## src/hdl/edc_pkg.sv

```systemverilog
// Shared types, constants and the step program of the exponential decay convolver.
// Used by edc_sequencer, exponential_decay_convolver and the testbench; depends on nothing else.
`timescale 1ns / 1ps
`default_nettype none

package edc_pkg;

    // Field widths of the streams, registers and internal words.
    localparam int unsigned SAMPLE_W = 16;
    localparam int unsigned OUT_W    = 48;
    localparam int unsigned WEIGHT_W = 24;
    localparam int unsigned DECAY_W  = 17;
    localparam int unsigned ACC_W    = 40;
    localparam int unsigned T_W      = 41;
    localparam int unsigned MUL_W    = 24;
    localparam int unsigned PROD_W   = 48;
    localparam int unsigned SUM_W    = 50;
    localparam int unsigned CFG_IDX_W  = 3;
    localparam int unsigned CFG_DATA_W = 24;
    localparam int unsigned PC_W     = 4;

    // Configuration register map.
    typedef enum logic [CFG_IDX_W-1:0] {
        REG_WEIGHT_ZERO = 3'd0,
        REG_WEIGHT_ONE  = 3'd1,
        REG_WEIGHT_TWO  = 3'd2,
        REG_WEIGHT_THREE = 3'd3,
        REG_DECAY_ZERO  = 3'd4,
        REG_DECAY_ONE   = 3'd5,
        REG_DECAY_TWO   = 3'd6,
        REG_DECAY_THREE = 3'd7
    } cfg_reg_t;

    // Operand pair for the shared multiplier.
    typedef enum logic [4:0] {
        MUL_NONE = 5'b00001,
        MUL_TL   = 5'b00010,
        MUL_TH   = 5'b00100,
        MUL_AL   = 5'b01000,
        MUL_AH   = 5'b10000
    } mul_sel_t;

    // How the step counter moves after a step.
    typedef enum logic [2:0] {
        SEQ_NEXT = 3'b001,
        SEQ_LOOP = 3'b010,
        SEQ_END  = 3'b100
    } seq_t;

    // One control word of the step program.
    typedef struct packed {
        logic     t_en;     // t = acc[k] + previous sample
        mul_sel_t mul_sel;
        logic     part_en;  // keep the low partial product
        logic     u_en;     // join partial products of t * decay
        logic     a_en;     // add the new sample, saturate, write acc[k]
        logic     term_en;  // join partial products of acc * weight
        logic     sum_en;   // add the finished term to the running sum
        logic     fin;      // saturate the sum and load the output register
        seq_t     seq;
    } ctrl_t;

    localparam ctrl_t CTRL_IDLE = '{
        t_en: 1'b0, mul_sel: MUL_NONE, part_en: 1'b0, u_en: 1'b0, a_en: 1'b0,
        term_en: 1'b0, sum_en: 1'b0, fin: 1'b0, seq: SEQ_END
    };

    localparam logic [PC_W-1:0] PC_FIRST = 4'd0;
    localparam logic [PC_W-1:0] PC_FIN   = 4'd8;

    // The step program: steps 0 to 7 handle one component, step 8 closes the item.
    function automatic ctrl_t ucode(input logic [PC_W-1:0] pc);
        ctrl_t w;
        w = CTRL_IDLE;
        w.seq = SEQ_NEXT;
        case (pc)
            4'd0:
            begin
                w.t_en   = 1'b1;
                w.sum_en = 1'b1;
            end
            4'd1: w.mul_sel = MUL_TL;
            4'd2:
            begin
                w.mul_sel = MUL_TH;
                w.part_en = 1'b1;
            end
            4'd3: w.u_en = 1'b1;
            4'd4: w.a_en = 1'b1;
            4'd5: w.mul_sel = MUL_AL;
            4'd6:
            begin
                w.mul_sel = MUL_AH;
                w.part_en = 1'b1;
            end
            4'd7:
            begin
                w.term_en = 1'b1;
                w.seq     = SEQ_LOOP;
            end
            4'd8:
            begin
                w.fin = 1'b1;
                w.seq = SEQ_END;
            end
            default: w = CTRL_IDLE;
        endcase
        return w;
    endfunction

endpackage

`default_nettype wire

```

## src/hdl/exponential_decay_convolver.sv

```systemverilog
// Top level of the exponential decay convolver: handshakes, registers and datapath.
// Depends on edc_pkg and on edc_sequencer, which issues one control word per cycle unless held.
//
//  Channel   Direction  Transaction contents
//  s_axis    in         tdata = response_sample[15:0], tlast = last_sample
//  m_axis    out        tdata = model_value[47:0],     tlast = last_value
//  cfg       in         cfg_index selects weight 0..3 / decay 0..3, cfg_data is the value
//
// The block takes no new input until the closing step of the current one is done; each
// component runs eight steps of the program through the single shared 24 x 24 multiplier.
// Reset clears the accumulators, the previous sample, the weight and decay registers, the
// output valid flag and the sequencer. The next input is taken while a result waits in the
// output register; only the closing step stalls until that register is free.
`timescale 1ns / 1ps
`default_nettype none

module exponential_decay_convolver #(
    parameter int NUM_COMPONENTS = 4
) (
    input  wire logic        clk,
    input  wire logic        rst_n,
    input  wire logic        s_axis_tvalid,
    output logic             s_axis_tready,
    input  wire logic [15:0] s_axis_tdata,   // response_sample[15:0]
    input  wire logic        s_axis_tlast,
    output logic             m_axis_tvalid,
    input  wire logic        m_axis_tready,
    output logic [47:0]      m_axis_tdata,   // model_value[47:0]
    output logic             m_axis_tlast,
    input  wire logic        cfg_we,
    input  wire logic [2:0]  cfg_index,
    input  wire logic [23:0] cfg_data
);

    localparam int unsigned K_W = (NUM_COMPONENTS > 1) ? $clog2(NUM_COMPONENTS) : 1;
    localparam int unsigned ACC_W  = edc_pkg::ACC_W;
    localparam int unsigned PROD_W = edc_pkg::PROD_W;
    localparam int unsigned MUL_W  = edc_pkg::MUL_W;
    localparam int unsigned SUM_W  = edc_pkg::SUM_W;
    localparam int unsigned OUT_W  = edc_pkg::OUT_W;

    edc_pkg::ctrl_t    ctrl;
    logic [K_W-1:0]    comp;
    logic              busy;
    logic              in_fire;
    logic              out_free;
    logic              fin_fire;
    logic              hold;

    logic [edc_pkg::WEIGHT_W-1:0] weight_reg [NUM_COMPONENTS];
    logic [edc_pkg::DECAY_W-1:0]  decay_reg  [NUM_COMPONENTS];
    logic [ACC_W-1:0]             acc_reg    [NUM_COMPONENTS];
    logic [edc_pkg::SAMPLE_W-1:0] prev_reg;

    logic [edc_pkg::SAMPLE_W-1:0] samp_reg;
    logic                         last_reg;
    logic [edc_pkg::T_W-1:0]      t_reg;
    logic [PROD_W-1:0]            prod_reg;
    logic [PROD_W-1:0]            part_reg;
    logic [PROD_W-1:0]            w_reg;
    logic [ACC_W-1:0]             a_reg;
    logic [SUM_W-1:0]             sum_reg;

    logic                         out_valid_reg;
    logic [OUT_W-1:0]             out_data_reg;
    logic                         out_last_reg;

    logic [MUL_W-1:0]             mul_a;
    logic [MUL_W-1:0]             mul_b;
    logic [ACC_W+1:0]             a_sum;
    logic [ACC_W-1:0]             a_sat;
    logic [SUM_W-1:0]             total;

    assign in_fire  = s_axis_tvalid && s_axis_tready;
    assign out_free = !out_valid_reg || m_axis_tready;
    assign hold     = ctrl.fin && !out_free;
    assign fin_fire = ctrl.fin && out_free;

    assign s_axis_tready = !busy;
    assign m_axis_tvalid = out_valid_reg;
    assign m_axis_tdata  = out_data_reg;
    assign m_axis_tlast  = out_last_reg;

    edc_sequencer #(
        .NUM_COMPONENTS(NUM_COMPONENTS)
    ) u_seq (
        .clk   (clk),
        .rst_n (rst_n),
        .start (in_fire),
        .hold  (hold),
        .ctrl  (ctrl),
        .comp  (comp),
        .busy  (busy)
    );

    // Configuration registers; writes to components that are not built are dropped.
    always_ff @(posedge clk or negedge rst_n)
    begin
        if (!rst_n)
        begin
            for (int k = 0; k < NUM_COMPONENTS; k++)
            begin
                weight_reg[k] <= '0;
                decay_reg[k]  <= '0;
            end
        end
        else if (cfg_we)
        begin
            for (int k = 0; k < NUM_COMPONENTS; k++)
            begin
                if (cfg_index == 3'(edc_pkg::REG_WEIGHT_ZERO) + 3'(k))
                begin
                    weight_reg[k] <= cfg_data;
                end
                if (cfg_index == 3'(edc_pkg::REG_DECAY_ZERO) + 3'(k))
                begin
                    decay_reg[k] <= cfg_data[edc_pkg::DECAY_W-1:0];
                end
            end
        end
    end

    // Shared multiplier operands; the product is registered.
    always_comb
    begin
        mul_a = '0;
        mul_b = '0;
        case (ctrl.mul_sel)
            edc_pkg::MUL_TL:
            begin
                mul_a = t_reg[23:0];
                mul_b = {7'b0, decay_reg[comp]};
            end
            edc_pkg::MUL_TH:
            begin
                mul_a = {7'b0, t_reg[40:24]};
                mul_b = {7'b0, decay_reg[comp]};
            end
            edc_pkg::MUL_AL:
            begin
                mul_a = a_reg[23:0];
                mul_b = weight_reg[comp];
            end
            edc_pkg::MUL_AH:
            begin
                mul_a = {8'b0, a_reg[39:24]};
                mul_b = weight_reg[comp];
            end
            default:
            begin
                mul_a = '0;
                mul_b = '0;
            end
        endcase
    end

    // New accumulator value: decayed value plus the current sample, clipped to 40 bits.
    assign a_sum = {1'b0, w_reg[40:0]} + {10'b0, samp_reg, 16'b0};
    assign a_sat = (a_sum[ACC_W+1:ACC_W] != 2'b00) ? {ACC_W{1'b1}} : a_sum[ACC_W-1:0];
    assign total = sum_reg + {2'b0, w_reg};

    always_ff @(posedge clk)
    begin
        if (in_fire)
        begin
            samp_reg <= s_axis_tdata;
            last_reg <= s_axis_tlast;
        end
        if (ctrl.t_en)
        begin
            t_reg <= {1'b0, acc_reg[comp]} + {9'b0, prev_reg, 16'b0};
        end
        if (ctrl.mul_sel != edc_pkg::MUL_NONE)
        begin
            prod_reg <= mul_a * mul_b;
        end
        if (ctrl.part_en)
        begin
            part_reg <= prod_reg;
        end
        // The high partial product carries a 2^24 weight, so each join is a shift and add.
        if (in_fire)
        begin
            w_reg <= '0;
        end
        else if (ctrl.u_en)
        begin
            w_reg <= {prod_reg[40:0], 7'b0} + {24'b0, part_reg[40:17]};
        end
        else if (ctrl.term_en)
        begin
            w_reg <= {prod_reg[39:0], 8'b0} + {16'b0, part_reg[47:16]};
        end
        if (ctrl.a_en)
        begin
            a_reg <= a_sat;
        end
        if (in_fire)
        begin
            sum_reg <= '0;
        end
        else if (ctrl.sum_en)
        begin
            sum_reg <= total;
        end
        if (fin_fire)
        begin
            out_data_reg <= (total[SUM_W-1:OUT_W] != 2'b00) ? {OUT_W{1'b1}} : total[OUT_W-1:0];
            out_last_reg <= last_reg;
        end
    end

    // Curve state: accumulators and the previous sample; a last flag clears them.
    always_ff @(posedge clk or negedge rst_n)
    begin
        if (!rst_n)
        begin
            for (int k = 0; k < NUM_COMPONENTS; k++)
            begin
                acc_reg[k] <= '0;
            end
            prev_reg <= '0;
        end
        else if (fin_fire)
        begin
            if (last_reg)
            begin
                for (int k = 0; k < NUM_COMPONENTS; k++)
                begin
                    acc_reg[k] <= '0;
                end
                prev_reg <= '0;
            end
            else
            begin
                prev_reg <= samp_reg;
            end
        end
        else if (ctrl.a_en)
        begin
            acc_reg[comp] <= a_sat;
        end
    end

    always_ff @(posedge clk or negedge rst_n)
    begin
        if (!rst_n)
        begin
            out_valid_reg <= 1'b0;
        end
        else if (fin_fire)
        begin
            out_valid_reg <= 1'b1;
        end
        else if (m_axis_tready)
        begin
            out_valid_reg <= 1'b0;
        end
    end

endmodule

`default_nettype wire

```

## src/hdl/edc_sequencer.sv

```systemverilog
// Step counter and component counter that walk the step program of edc_pkg.
// Depends on edc_pkg for the control word type and the program table.
`timescale 1ns / 1ps
`default_nettype none

module edc_sequencer #(
    parameter int NUM_COMPONENTS = 4
) (
    input  wire logic                clk,
    input  wire logic                rst_n,
    input  wire logic                start,
    input  wire logic                hold,
    output edc_pkg::ctrl_t           ctrl,
    output logic [((NUM_COMPONENTS > 1) ? $clog2(NUM_COMPONENTS) : 1)-1:0] comp,
    output logic                     busy
);

    localparam int unsigned K_W = (NUM_COMPONENTS > 1) ? $clog2(NUM_COMPONENTS) : 1;
    localparam logic [K_W-1:0] K_LAST = K_W'(NUM_COMPONENTS - 1);

    logic                      busy_reg;
    logic [edc_pkg::PC_W-1:0]  pc_reg;
    logic [K_W-1:0]            k_reg;
    edc_pkg::ctrl_t            word;

    assign word = edc_pkg::ucode(pc_reg);
    assign ctrl = busy_reg ? word : edc_pkg::CTRL_IDLE;
    assign comp = k_reg;
    assign busy = busy_reg;

    always_ff @(posedge clk or negedge rst_n)
    begin
        if (!rst_n)
        begin
            busy_reg <= 1'b0;
            pc_reg   <= edc_pkg::PC_FIRST;
            k_reg    <= '0;
        end
        else if (!busy_reg)
        begin
            if (start)
            begin
                busy_reg <= 1'b1;
                pc_reg   <= edc_pkg::PC_FIRST;
                k_reg    <= '0;
            end
        end
        else if (!hold)
        begin
            case (word.seq)
                edc_pkg::SEQ_NEXT: pc_reg <= pc_reg + 1'b1;
                edc_pkg::SEQ_LOOP:
                begin
                    if (k_reg == K_LAST)
                    begin
                        pc_reg <= edc_pkg::PC_FIN;
                    end
                    else
                    begin
                        pc_reg <= edc_pkg::PC_FIRST;
                        k_reg  <= k_reg + 1'b1;
                    end
                end
                edc_pkg::SEQ_END: busy_reg <= 1'b0;
                default: busy_reg <= 1'b0;
            endcase
        end
    end

endmodule

`default_nettype wire

```

## config.mk

```make
export PLATFORM = sky130hd
export DESIGN_NAME = exponential_decay_convolver
export DESIGN_NICKNAME = d
export VERILOG_FILES = /design/src/hdl/edc_pkg.sv /design/src/hdl/exponential_decay_convolver.sv /design/src/hdl/edc_sequencer.sv
export SDC_FILE = /design/constraint.sdc
export NUM_CORES = 2
export LEC_CHECK = 0
export BUFFER_PORTS_ARGS = -buffer_cell sky130_fd_sc_hd__clkbuf_2
export CORE_MARGIN = 4
export CORE_UTILIZATION = 50
export CTS_CLUSTER_SIZE = 24
export DETAILED_ROUTE_END_ITERATION = 12
export GPL_ROUTABILITY_DRIVEN = 0
export HOLD_SLACK_MARGIN = 0.15
export PLACE_DENSITY = 0.75
export SYNTH_ARGS = -nofsm -noshare
export SYNTH_HDL_FRONTEND = slang
export SYNTH_SLANG_ARGS = --single-unit
```

## constraint.sdc

```tcl
create_clock -name clk -period 10.5 [get_ports clk]
set_clock_uncertainty 0.05 [all_clocks]
set_input_delay 1.05 -clock clk [delete_from_list [all_inputs] [get_ports clk]]
set_output_delay 1.05 -clock clk [all_outputs]
set_load 0.01 [all_outputs]
```

## After elaboration in Yosys (flattened, before gate mapping)

Index checks and enable logic that the tools add are counted.

- Register bits after elaboration: 689
- Input bits: 49
- Output and inout bits: 51
- Word-level logic and storage cells: 144

- Add/sub/neg operators: 7
- $mul: 1
- Order comparisons: 2
- Equal/unequal tests: 28
- Multiplexer cells: 46
- Bitwise operators: 1
- Reduce and logical (&&, ||, !) cells: 32

Operators by type and width:

| kind | number |
|---|---|
| 2-to-1 mux 160 bit | 3 |
| bitwise mux 160 bit | 1 |
| 2-to-1 mux 40 bit | 4 |
| 2-to-1 mux 48 bit | 2 |
| case mux 24 bit (4 select lines) | 1 |
| binary-select mux 40 bit (select 2 bit) | 1 |
| demux 40 bit (select 2 bit) | 1 |
| adder 50 x 48 -> 50 bit | 1 |
| adder 48 x 24 -> 48 bit | 1 |
| adder 48 x 32 -> 48 bit | 1 |
| binary-select mux 24 bit (select 2 bit) | 1 |
| multiplier 24 x 24 -> 48 bit | 1 |
| 2-to-1 mux 24 bit | 2 |
| case mux 24 bit (2 select lines) | 1 |
| adder 41 x 32 -> 42 bit | 1 |
| adder 40 x 32 -> 41 bit | 1 |
| binary-select mux 17 bit (select 2 bit) | 1 |
| 2-to-1 mux 17 bit | 2 |
| case mux 5 bit (4 select lines) | 1 |
| AND reduction 2 bit | 9 |
| == test 4 x 3 -> 1 bit, second input constant | 4 |
| 2-to-1 mux 16 bit | 1 |
| 2-to-1 mux 4 bit | 4 |
| 2-to-1 mux 15 bit | 1 |
| other kinds (34) | 71 |

## Depth between registers and ports, before layout

- Depth in word-level cells: 8
- Mapped depth: 37
- Depth with buffers taken out: 33

## Modules after synthesis

A second synthesis with hierarchy kept.

- Cells, all modules: 5225
- Area, all modules: 52462.8 µm²

By module, submodules not included:

| module | times used | cells an instance | area an instance (µm²) | sequential area each (µm²) |
|---|---|---|---|---|
| exponential_decay_convolver | 1 | 5149 | 51827.2 | 17311.6 |
| edc_sequencer | 1 | 76 | 635.6 | 175.2 |

## Worst setup path after synthesis

OpenSTA, ideal clock, no wires.

- Kind: register to register
- Start point: register u_seq.pc_reg[0] (netlist name)
- End point: register prod_reg[46], data pin
- Setup time: 262 ps
- Arrival time: 8791 ps
- Required time: 10188 ps
- Slack: 1397 ps
- Stages on the path, launching flop included: 36
- Cells stage by stage: dfrtp_1 inv_1 ha_1 nand2b_1 nor3_1 clkbuf_1 clkbuf_1 o21ai_0 nand2_1 clkbuf_1 nand2_1 fa_1 inv_1 fa_1 inv_1 fa_1 inv_1 fa_1 fa_1 fa_1 inv_1 fa_1 inv_1 ha_1 clkbuf_1 a21oi_1 o21ai_0 a31o_2 a31o_2 a31oi_1 o21bai_1 a31oi_1 o311ai_0 a31oi_1 a21oi_1 xor2_1

- Word-level cells in the longest chain between the ends: 7

RTL lines:

| element | RTL line | RTL |
|---|---|---|
| from (decl) | edc_sequencer.sv:22 | `logic [edc_pkg::PC_W-1:0] pc_reg;` |
| from (signal assigned) | edc_sequencer.sv:36 | `pc_reg <= edc_pkg::PC_FIRST;` |
| from (signal assigned) | edc_sequencer.sv:44 | `pc_reg <= edc_pkg::PC_FIRST;` |
| from (signal assigned) | edc_sequencer.sv:51 | `edc_pkg::SEQ_NEXT: pc_reg <= pc_reg + 1'b1;` |
| == test 4 x 3 -> 1 bit (tied with other cells) | edc_pkg.sv:76 | `case (pc)` |
| case mux 5 bit (4 select lines) (*) | edc_pkg.sv:76 |  |
| 2-to-1 mux 15 bit (*) | edc_sequencer.sv:27 | `assign ctrl = busy_reg ? word : edc_pkg::CTRL_IDLE;` |
| == test 5 bit (tied with other cells) | exponential_decay_convolver.sv:128 | `case (ctrl.mul_sel)` |
| OR reduction 2 bit (no line) | - |  |
| case mux 24 bit (2 select lines) | exponential_decay_convolver.sv:128 |  |
| multiplier 24 x 24 -> 48 bit (*) | exponential_decay_convolver.sv:175 | `prod_reg <= mul_a * mul_b;` |
| to (signal assigned) | exponential_decay_convolver.sv:175 |  |
| to (decl) | exponential_decay_convolver.sv:58 | `logic [PROD_W-1:0] prod_reg;` |

Every way passes the cells marked *; elsewhere a longest branch is shown, timed or not.
A chain may end at the register's enable or synchronous reset.

## Final worst setup path

- Start point: register u_seq.busy_reg, in the netlist u_seq.busy
- End point: register prod_reg[45], data pin

- Word-level cells in the longest chain between the ends: 5

RTL lines:

| element | RTL line | RTL |
|---|---|---|
| from (decl) | edc_sequencer.sv:21 | `logic busy_reg;` |
| from (signal assigned) | edc_sequencer.sv:35 | `busy_reg <= 1'b0;` |
| from (signal assigned) | edc_sequencer.sv:43 | `busy_reg <= 1'b1;` |
| from (signal assigned) | edc_sequencer.sv:64 | `edc_pkg::SEQ_END: busy_reg <= 1'b0;` |
| 2-to-1 mux 15 bit (*) | edc_sequencer.sv:27 |  |
| == test 5 bit (tied with other cells) | exponential_decay_convolver.sv:128 |  |
| OR reduction 2 bit (no line) | - |  |
| case mux 24 bit (2 select lines) | exponential_decay_convolver.sv:128 |  |
| multiplier 24 x 24 -> 48 bit (*) | exponential_decay_convolver.sv:175 |  |

Marked as above.

==> impl_summary.log <==
[metrics] status: completed
[metrics] leading cell types in the layout, fill and taps excluded: 692 x inv_1, 582 x nand2_1, 486 x fa_1
[metrics] clock slew at reported path FFs: 0.06 ns
[metrics] min cycle time layout: 10.00 ns
[metrics] Clock Latency Late Sink: 0.65 ns
[metrics] Achievable Freq: 100.0 MHz
[metrics] total negative setup slack: 0 ns
[metrics] worst reg2reg startpoint: u_seq.busy
[metrics] flip-flop count of the largest register, all copies and words added: 160
[metrics] post-DR vias/cell: 5.887
[metrics] Max Slew Vio Count: 0
[metrics] startpoint class of the critical path: flip-flop
[metrics] Slowest cell on crit path: nor2_4
[metrics] pwr/cell area: 256.6 nW/um^2
[metrics] number of global-route vias before repair: 39430
[metrics] Clock Root Buffer: clkbuf_16
[metrics] Syn Inst Count: 5184
[metrics] synthesis warning total: 0
[metrics] Core Region: 102300 um^2
[metrics] row count: 117
[metrics] total of max-cap violations: 0
[metrics] Vias: 38910
[metrics] number of remaining DRC errors: 0
[metrics] data arrival time of the critical path: 10.34 ns
[metrics] Top-Level Pins: 100
[metrics] Horiz. Die Dim: 329.8 um
[metrics] dpl cell area: 53670 um^2
[metrics] number of cells on the critical path: 32
[metrics] number of fill cells in the layout: 8645
[metrics] final cycle utilization of the critical path: 95.24%
[metrics] global-route congestion overflow total: 0
[metrics] net count after synthesis: 6006
[metrics] total clock buffers created by CTS: 72
[metrics] fraction of the yosys area taken by sequential cells: 33.78%
[metrics] HPWL after DPL: 108400 um
[metrics] DRT Pass-1 Iters: 9
[metrics] Longest Clk Path Bufs: 3
[metrics] post-detailed-routing wire length: 144100 um
[metrics] Final Hold Violating Endpoints: 0
[metrics] most repeated library cell on the critical path: inv_1
[metrics] RR Endpoint: prod_reg[45]
[metrics] number of I/O port buffers: 99
[metrics] final-layout worst hold slack: 0.3731 ns
[metrics] summed area of non-filler cells in the final layout: 56140 um^2
[metrics] hold_buf cts: 0
[metrics] largest driver fanout on the critical path: 39
[metrics] Crit path required time: 10.84 ns
[metrics] area used by multi-input combinational logic: 30650 um^2
[metrics] worst slew margin relative to its limit: 8.562%
[metrics] total clock sinks: 673
[metrics] cell class contributing the biggest share of worst-path delay: adder cells
[metrics] TritonCTS clock tree: done
[metrics] total design power: 0.01441 W
[metrics] class of the most critical setup path: reg2reg
[metrics] Die Span Y: 329.8 um
[metrics] number of H-tree levels: 3
[metrics] depth of the worst register-to-register path: 32
[metrics] Seq. cell area: 17500 um^2
[metrics] maximum number of pins on one net before global-route repair: 184
[metrics] summed instance area of the synthesized netlist: 51770 um^2
[metrics] share of post-route cells with drive strength above 1: 11.93%
[metrics] number of nets in the final layout: 6002
[metrics] measured slew at the worst slew-check pin: 1.357 ns
[metrics] internal reg-to-reg setup slack: 0.50 ns
[metrics] Antenna Violating Nets Remaining: 0
[metrics] hold path depth: 0
[metrics] overall global routing resource usage: 26.72%
[metrics] leakage power: 25.78 nW
[metrics] worst vdd rail ir drop: 166.0 uV
[metrics] Initial Util: 50.59%
[metrics] average wire per standard cell: 21.81 um
[metrics] end point of the most critical hold path: part_reg[43]
[metrics] type of the worst min-delay path: reg2reg
[metrics] Die Outline Area: 108800 um^2
[metrics] count of final setup violators: 0
[metrics] first-pass GRT wire length: 225400 um
[metrics] count of state elements after synthesis: 673
[metrics] detailed router's first-iteration violation count: 4511
[metrics] antenna violations before repair: 4
[metrics] Crit path buffers/inverters: 8
[metrics] critical path capture point type: flip-flop
[metrics] area overhead of the layout relative to synthesis: 8.442%
[metrics] number of distinct library cells after synthesis: 79
[metrics] setup repair after global routing missed its margin: no
[metrics] post-layout utilization of the core: 54.86%
[metrics] number of enable-type register cells in the synthesized netlist: 227
[metrics] hold wc startpoint: prod_reg[43]
[metrics] top_reg_cell synth: dfrtp_1
[metrics] most common cell after layout, fill and taps aside: inv_1
[metrics] synthesized area divided by synthesized cell count: 9.986 um^2
[metrics] number of gates given a new drive strength after cts: 0
[metrics] highest cell delay on the worst timing path: 0.74 ns
[metrics] FFs w/ async S/R, synth: 51.71%
[metrics] buffers inserted by post-CTS timing repair: 0
[worst max path at each step]
stage / start / endpoint / slack, ns
detailed placement: u_seq.pc_reg[0] / prod_reg[45] / 0.72
floorplan: u_seq.pc_reg[0] / prod_reg[46] / 1.40
global route: u_seq.pc_reg[0] / prod_reg[46] / 0.02
CTS: u_seq.pc_reg[0] / prod_reg[46] / 0.73
global placement: u_seq.pc_reg[0] / prod_reg[46] / 0.89
finish: u_seq.busy / prod_reg[45] / 0.50
[metal layers]
metal	up-vias	track usage (%)	wire (um)
met5	-	0	13
li1	17220	-	-
met2	1930	40.81	64280
met4	2	12.60	7875
met1	19320	35.71	56120
met3	437	7.130	15850
[power by group]
part / switching (W) / total (W) / internal [W]
combinational: 0.00461 / 0.00711 / 0.00250
sequential: 0.000773 / 0.00466 / 0.00389
clock: 0.00113 / 0.00263 / 0.00150
[synth_stat cells (all sizes together), types with 33 or more instances]
master / n / share of area, %
inv: 693 / 5.0
nand2: 609 / 4.5
fa: 486 / 19
nor2: 408 / 3.0
dfrtp: 348 / 17
ha: 287 / 6.9
o21ai: 265 / 2.6
edfxtp: 227 / 13
clkbuf: 222 / 1.6
a21oi: 212 / 2.1
nand3: 185 / 1.8
mux2: 182 / 4.0
xnor2: 123 / 2.1
dfxtp: 98 / 3.8
a21o: 96 / 1.4
xor2: 70 / 1.2
mux4: 63 / 2.7
nand2b: 56 / 0.68
and2: 47 / 0.57
buf: 47 / 0.51
a211oi: 44 / 0.64
mux2i: 43 / 0.83
nor3: 33 / 0.32
[kinds of logic after synthesis]
group	synth area share, %
buf+inv	7.156
compound gates	10.26
simple gates	12.28
fa+ha+maj	25.73
mux	7.531
xor+xnor	3.265
flops	33.78
[per-stage QoR]
stage	setup WS (ns)	std cells
floorplan	1.397	5184
global placement	0.8892	6474
detailed placement	0.7222	6474
CTS	0.7273	6608
global route	0.02207	6609
finish	0.4995	6609
[cell type report]
cell class	instances	share of cell area, %
Inverter	695	4.647
Sequential cell	673	31.16
Antenna cell	1	0.004457
Multi-Input combinational cell	3547	54.60
Tap cell	1368	3.049
Clock buffer	95	3.715
Clock inverter	39	0.6708
Timing Repair Buffer	191	2.153
Power figures use the tool's default switching activity.
